**config.mk**
```make
export PLATFORM = sky130hd
export DESIGN_NAME = fpv_ctrl
export DESIGN_NICKNAME = d
export VERILOG_FILES = /design/src/rtl/fpv_pkg.sv /design/src/rtl/fpv_ctrl.sv
export SDC_FILE = /design/constraint.sdc
export NUM_CORES = 1
export LEC_CHECK = 0
export ABC_AREA = 1
export BUFFER_PORTS_ARGS = -buffer_cell sky130_fd_sc_hd__buf_2
export CAP_MARGIN = 15
export CELL_PAD_IN_SITES_DETAIL_PLACEMENT = 1
export CELL_PAD_IN_SITES_GLOBAL_PLACEMENT = 1
export CORE_MARGIN = 5
export CORE_UTILIZATION = 30
export DETAILED_ROUTE_END_ITERATION = 10
export GPL_ROUTABILITY_DRIVEN = 0
export HOLD_SLACK_MARGIN = 0.06
export PLACE_DENSITY_LB_ADDON = 0.1
export SYNTH_ARGS = -nofsm -noshare
export SYNTH_HDL_FRONTEND = slang
export SYNTH_SLANG_ARGS = --single-unit
```
**constraint.sdc**
```tcl
create_clock -name clk -period 1.46 [get_ports clk]
set_clock_uncertainty 0.05 [all_clocks]
set_input_delay 0.146 -clock clk [delete_from_list [all_inputs] [get_ports clk]]
set_output_delay 0.146 -clock clk [all_outputs]
set_load 0.01 [all_outputs]
```
**src/rtl/fpv_pkg.sv**
```systemverilog
// shared types for the first point per voxel filter
// command and status bundles between controller and datapath, state encoding
package fpv_pkg;

  localparam int unsigned CoordWidth = 32;
  localparam int unsigned InvWidth   = 32;
  localparam int unsigned VoxWidth   = 48;
  localparam logic [InvWidth-1:0] InvCellReset = 32'd65536000;

  typedef enum logic [6:0] {
    S_CLEAR = 7'b0000001,
    S_IDLE  = 7'b0000010,
    S_MUL   = 7'b0000100,
    S_VOX   = 7'b0001000,
    S_OFF   = 7'b0010000,
    S_RD    = 7'b0100000,
    S_DONE  = 7'b1000000
  } state_t;

  typedef struct packed {
    logic clear_step;
    logic capture;
    logic mul;
    logic vox;
    logic off;
    logic rd;
    logic commit;
  } cmd_t;

  typedef struct packed {
    logic clear_last;
  } status_t;

endpackage

```
**src/rtl/fpv_ctrl.sv**
```systemverilog
// sequencing state machine: clear pass, per point steps, output beat register
// uses fpv_pkg
module fpv_ctrl (
  input  logic             clk,
  input  logic             rst,
  input  logic             in_valid,
  output logic             in_stall,
  output logic             out_valid,
  input  logic             out_stall,
  input  fpv_pkg::status_t status,
  output fpv_pkg::cmd_t    cmd
);

  import fpv_pkg::*;

  state_t state;
  state_t state_next;
  logic   out_valid_next;
  logic   slot_free;

  assign slot_free = !out_valid || !out_stall;
  assign in_stall  = (state != S_IDLE);

  always_comb begin
    state_next = state;
    cmd        = '0;
    unique case (state)
      S_CLEAR: begin
        cmd.clear_step = 1'b1;
        if (status.clear_last) begin
          state_next = S_IDLE;
        end
      end
      S_IDLE: begin
        if (in_valid) begin
          cmd.capture = 1'b1;
          state_next  = S_MUL;
        end
      end
      S_MUL: begin
        cmd.mul    = 1'b1;
        state_next = S_VOX;
      end
      S_VOX: begin
        cmd.vox    = 1'b1;
        state_next = S_OFF;
      end
      S_OFF: begin
        cmd.off    = 1'b1;
        state_next = S_RD;
      end
      S_RD: begin
        cmd.rd     = 1'b1;
        state_next = S_DONE;
      end
      S_DONE: begin
        // hold the looked-up row until the output slot is free
        if (slot_free) begin
          cmd.commit = 1'b1;
          state_next = S_IDLE;
        end
      end
      default: begin
        state_next = S_CLEAR;
      end
    endcase
  end

  always_comb begin
    out_valid_next = out_valid;
    if (cmd.commit) begin
      out_valid_next = 1'b1;
    end else if (out_valid && !out_stall) begin
      out_valid_next = 1'b0;
    end
  end

  always_ff @(posedge clk) begin
    if (rst) begin
      state     <= S_CLEAR;
      out_valid <= 1'b0;
    end else begin
      state     <= state_next;
      out_valid <= out_valid_next;
    end
  end

endmodule

```
=== Yosys cells after proc, flatten, opt, wreduce, memory -nomap -nowiden ===
Cells that the tools add are included.

* Flip-flop bits (word level): 8
* Bits in latches: 0
* Bits in writable memories: 0
* Memory bits (read-only): 0
* Input port bits: 5
* Word-level logic and storage cells: 34
* Memories kept: 0

* $add $sub $neg: 0
* Multipliers: 0
* Div/mod/pow operators: 0
* Magnitude comparators: 0
* Equality and inequality tests: 11
* Shift operators: 0
* Muxes and demuxes: 15
* Bitwise gates (word level): 0
* Reduce and logical (&&, ||, !) cells: 6

{| class="wikitable"
|+ Operator list
! operator !! count
|-
| 7-bit one-hot mux with 7 select lines || 1
|-
| 7-bit two-way mux || 3
|-
| 1-bit two-way mux || 11
|-
| 7-bit by 1-bit equality test with 1-bit output (second input constant) || 1
|-
| 7-bit by 2-bit equality test with 1-bit output (second input constant) || 1
|-
| 7-bit by 3-bit equality test with 1-bit output (second input constant) || 1
|-
| 7-bit by 4-bit equality test with 1-bit output (second input constant) || 1
|-
| 7-bit by 5-bit equality test with 1-bit output (second input constant) || 1
|-
| 7-bit by 6-bit equality test with 1-bit output (second input constant) || 1
|-
| 7-bit equality test (second input constant) || 1
|-
| 7-bit by 2-bit != test with 1-bit output (second input constant) || 1
|-
| 2-bit != test (second input constant) || 3
|-
| 3-bit AND reduction || 1
|-
| 1-bit zero test || 2
|-
| 2-bit nonzero test || 1
|-
| 1-bit logical AND || 1
|-
| 1-bit logical OR || 1
|}

=== Longest topological paths before layout ===
* Depth after elaboration: 5
* Depth in mapped cells: 8
* Gate-level depth less buffers: 8

=== Worst setup path after synthesis ===
OpenSTA, ideal clock, no wires.

* Kind: register to register
* From: register state[5]
* To: register state[0]
* Library setup time: 0.112 ns
* Data arrival time: 0.916 ns
* Setup slack: 0.382 ns
* Cell stages (with the launch flop): 9
* Buffers on the path: 0
* Cell sequence: dfxtp_1 -> inv_2 -> nand2_4 -> nor2_4 -> nand3_1 -> inv_1 -> nor2_1 -> nand2_1 -> nand2_1

* Cells in the longest elaborated chain, start to end: 3
* Elaborated cells on any way between the ends: 12
* Classes of those cells: eq/ne (10); mux (1); reduce/logical (1)

{| class="wikitable"
|+ RTL lines
! what !! RTL line !! source
|-
| from (decl) || fpv_ctrl.sv:16 || <nowiki>state_t state;</nowiki>
|-
| from (signal assigned) || fpv_ctrl.sv:83 || <nowiki>state <= state_next;</nowiki>
|-
| 7-bit equality test, or another cell as far along || fpv_ctrl.sv:27 || <nowiki>unique case (state)</nowiki>
|-
| 2-bit != test (no line) || -- ||
|-
| 3-bit AND reduction (no line) || -- ||
|}

Several ways; a longest one is shown, not always the timed one.
A chain may end at the register's enable or synchronous reset.

==> metrics.cfg <==
[run_status]
status = completed

[placed_design]
dpl.hpwl_microns = 955
dp_slack_ns = 0.213
portBuffers = 13
postPlaceCellArea_sq_um = 551

[floorplan]
num_rows = 14
core-area_sq_um = 1510
dieHeight_microns = 50.0
die_w_microns = 50.0
ios = 14
dieArea_sq_um = 2500
initial_core_util_pct = 31.9

[drt]
wl_per_cell_microns = 11.4
drtIter0Drc = 1
postRouteAntennaNets = 0
drt_first_pass_iters = 2
wl_mm = 1.26
avgViaCountPerCell = 4.54
vias = 499
drc = 0

[synthesis]
synth.cell_area_sq_um = 480
synth_xor_area_share_pct = 0
synth_top_family_by_area = simple AND/OR/NAND/NOR gates
yosys.area_share.simple_pct = 47.4
ys_seq_area_share_pct = 33.3
ys_top_cells_by_area = dfxtp_1 33%, inv_1 10%, nand2_1 10%, nor2_1 9.4%, nor2_4 7.0%
synthMuxAreaShare_pct = 0
synth_area_leader_cell = dfxtp_1
syn_nets = 78
syn_inst = 73
yosys_warnings = 0
postSynthAreaPerCell_sq_um = 6.58
synth-seq-cells = 8
yosysUniqueCellTypes = 14
synth_compound_area_share_pct = 2.08
synth_fa_ha_area_share_pct = 0
synthDominantCellAreaShare_pct = 33.3

[power_and_ir_drop]
p_leak_nw = 0.397
p_per_area_nw_per_um2 = 858
ir_drop_uv = 365

[worst_setup_path]
crit_path_top_delay_cell = dfxtp_2
reg2reg_slack_ns = 0.23
rr_worst_depth = 9
path_class = register to primary output
cpPeakStageDelay_ns = 0.32
cp_top_family = simple AND/OR/NAND/NOR gates
crit_chain = inv_2, nand2_4, nor2_4, nand2_2, nor2_1, buf_2
r2r-start = state[4]
r2r_end = state[0]
cp.arrival_ns = 1.24
crit_buf_inv = 2
end_kind = primary output
required_ns = 1.26
cp_max_fo = 6
start_kind = register

[clock_tree]
tritoncts = built
cts.sinks = 8
cts_made_buffers = 3
htree_levels = 1
root_buffer = clkbuf_4
insertion_delay_ns = 0.26
clock_path_buffers = 2
clk_pin_slew_ns = 0.06

[timing]
finalCritPeriodShare_pct = 98.3
maxSlewHeadroom_pct = 85.2
worst_pin_slew_ns = 0.221
slew_violations = 0
setup_violations = 0
hold_viol_final = 0
fmax_mhz = 697
period_needed_ns = 1.44
rsz0062_at_grt = true
setup_slack_ns = 0.0248

[finish]
final_nets = 101
seq_area_sq_um = 163
syn_to_final_growth_pct = 38.0
antenna_cells = 0
fin_util_pct = 44.0
drive_gt1_share_pct = 46.8
multiInputGateArea_sq_um = 260
n_fill_cell = 206
stdcell_area_sq_um = 663

[global_routing]
grt_overflow = 0
grt_max_degree = 8
grt_pass1_wl_mm = 2.01
antenna_found_initial = 0
grt_usage_pct = 10.9
grt_pass1_vias = 501

[min_path]
hold_path_end = state[2]
hold_path_depth = 3
hold_path_class = primary input to register
worstHoldStart = in_valid

[job]
drv_cap = 0

[Yosys cell counts]
| cell type | n |
|---|---|
| nor3_1 | 3 |
| nand3_1 | 5 |
| nand2_4 | 1 |
| nor2_2 | 1 |
| nor2_4 | 3 |
| inv_1 | 13 |
| a21oi_1 | 2 |
| nor2_1 | 12 |
| nand3_2 | 3 |
| nand2_2 | 2 |
| nand2_1 | 13 |
| dfxtp_1 | 8 |
| inv_2 | 5 |
| buf_4 | 2 |
[routing by layer]
layer	part of all wire [%]	vias up	routed length [microns]	GRT usage, %
li1	-	257	-	-
met3	7.2	4	90	4.82
met5	0	-	0	0
met1	42	223	531	10.7
met4	1.5	0	19	6.55
met2	49	15	616	18.4
[power breakdown]
group	total (mW)	internal, mW	switching, mW	leakage (nW)
clock network	0.177	0.0946	0.0826	0.0138
registers	0.237	0.231	0.00611	0.0660
logic	0.155	0.0575	0.0975	0.317
[worst min-delay path: cells and delay by family]
kind	cells	cell delay, ns
buffers and inverters	2	0.17
AND/OR/NAND/NOR	1	0.06
[final cells by class]
class | count | area share, %
tap | 16 | 3.02
inverter | 18 | 10.2
sequential | 8 | 24.5
timing repair buffer | 20 | 19.6
clock buffer | 3 | 3.40
multi-input combinational | 45 | 39.2
[metrics by stage]
| stage | cells | TNS [ns] | hold slack, ns | power [mW] |
|---|---|---|---|---|
| floorplan | 73 | 0 | 0.165 | 0.344 |
| detailed placement | 100 | 0 | 0.380 | 0.384 |
| CTS | 108 | -0.00845 | 0.102 | 0.576 |
| global route | 110 | -0.188 | 0.109 | 0.611 |
| global placement | 100 | 0 | 0.378 | 0.382 |
| finish | 110 | 0 | 0.109 | 0.569 |
[how the worst max path moves through the flow]
stage	startpoint	endpoint	slack (ns)	cells after the start
finish	state[4]	cmd[5]	0.02	6
global route	state[3]	cmd[5]	-0.07	6
CTS	state[4]	cmd[5]	-0.008	6
detailed placement	state[4]	cmd[4]	0.21	6
global placement	state[5]	cmd[4]	0.26	6
floorplan	state[5]	state[0]	0.38	8
[cells by family (layout without fill, tap and decap cells)]
| logic type | Yosys count | after routing |
|---|---|---|
| and+or+nand+nor | 43 | 43 |
| AOI/OAI and AO/OA | 2 | 2 |
| DFF | 8 | 8 |
| buffers and inverters | 20 | 41 |
[timing repair]
action	CTS	global route
resized for setup	5	4
setup endpoints to repair	1	7
pin swaps	5	6
setup buffers	5	2
endpoints found under the hold margin	0	0
hold buffers	0	0
[cells in the final DEF (no fill, tap or decap), drive strengths merged]
cell,count
inv,18
nand2,16
clkbuf,3
buf,20
nor2,16
dfxtp,8
a21oi,2
nor3,3
nand3,8
[state kept, by name, indices dropped and copies added (netlist names)]
signal,cells
out_valid,1
state,7
Power figures use the tool's default switching activity.
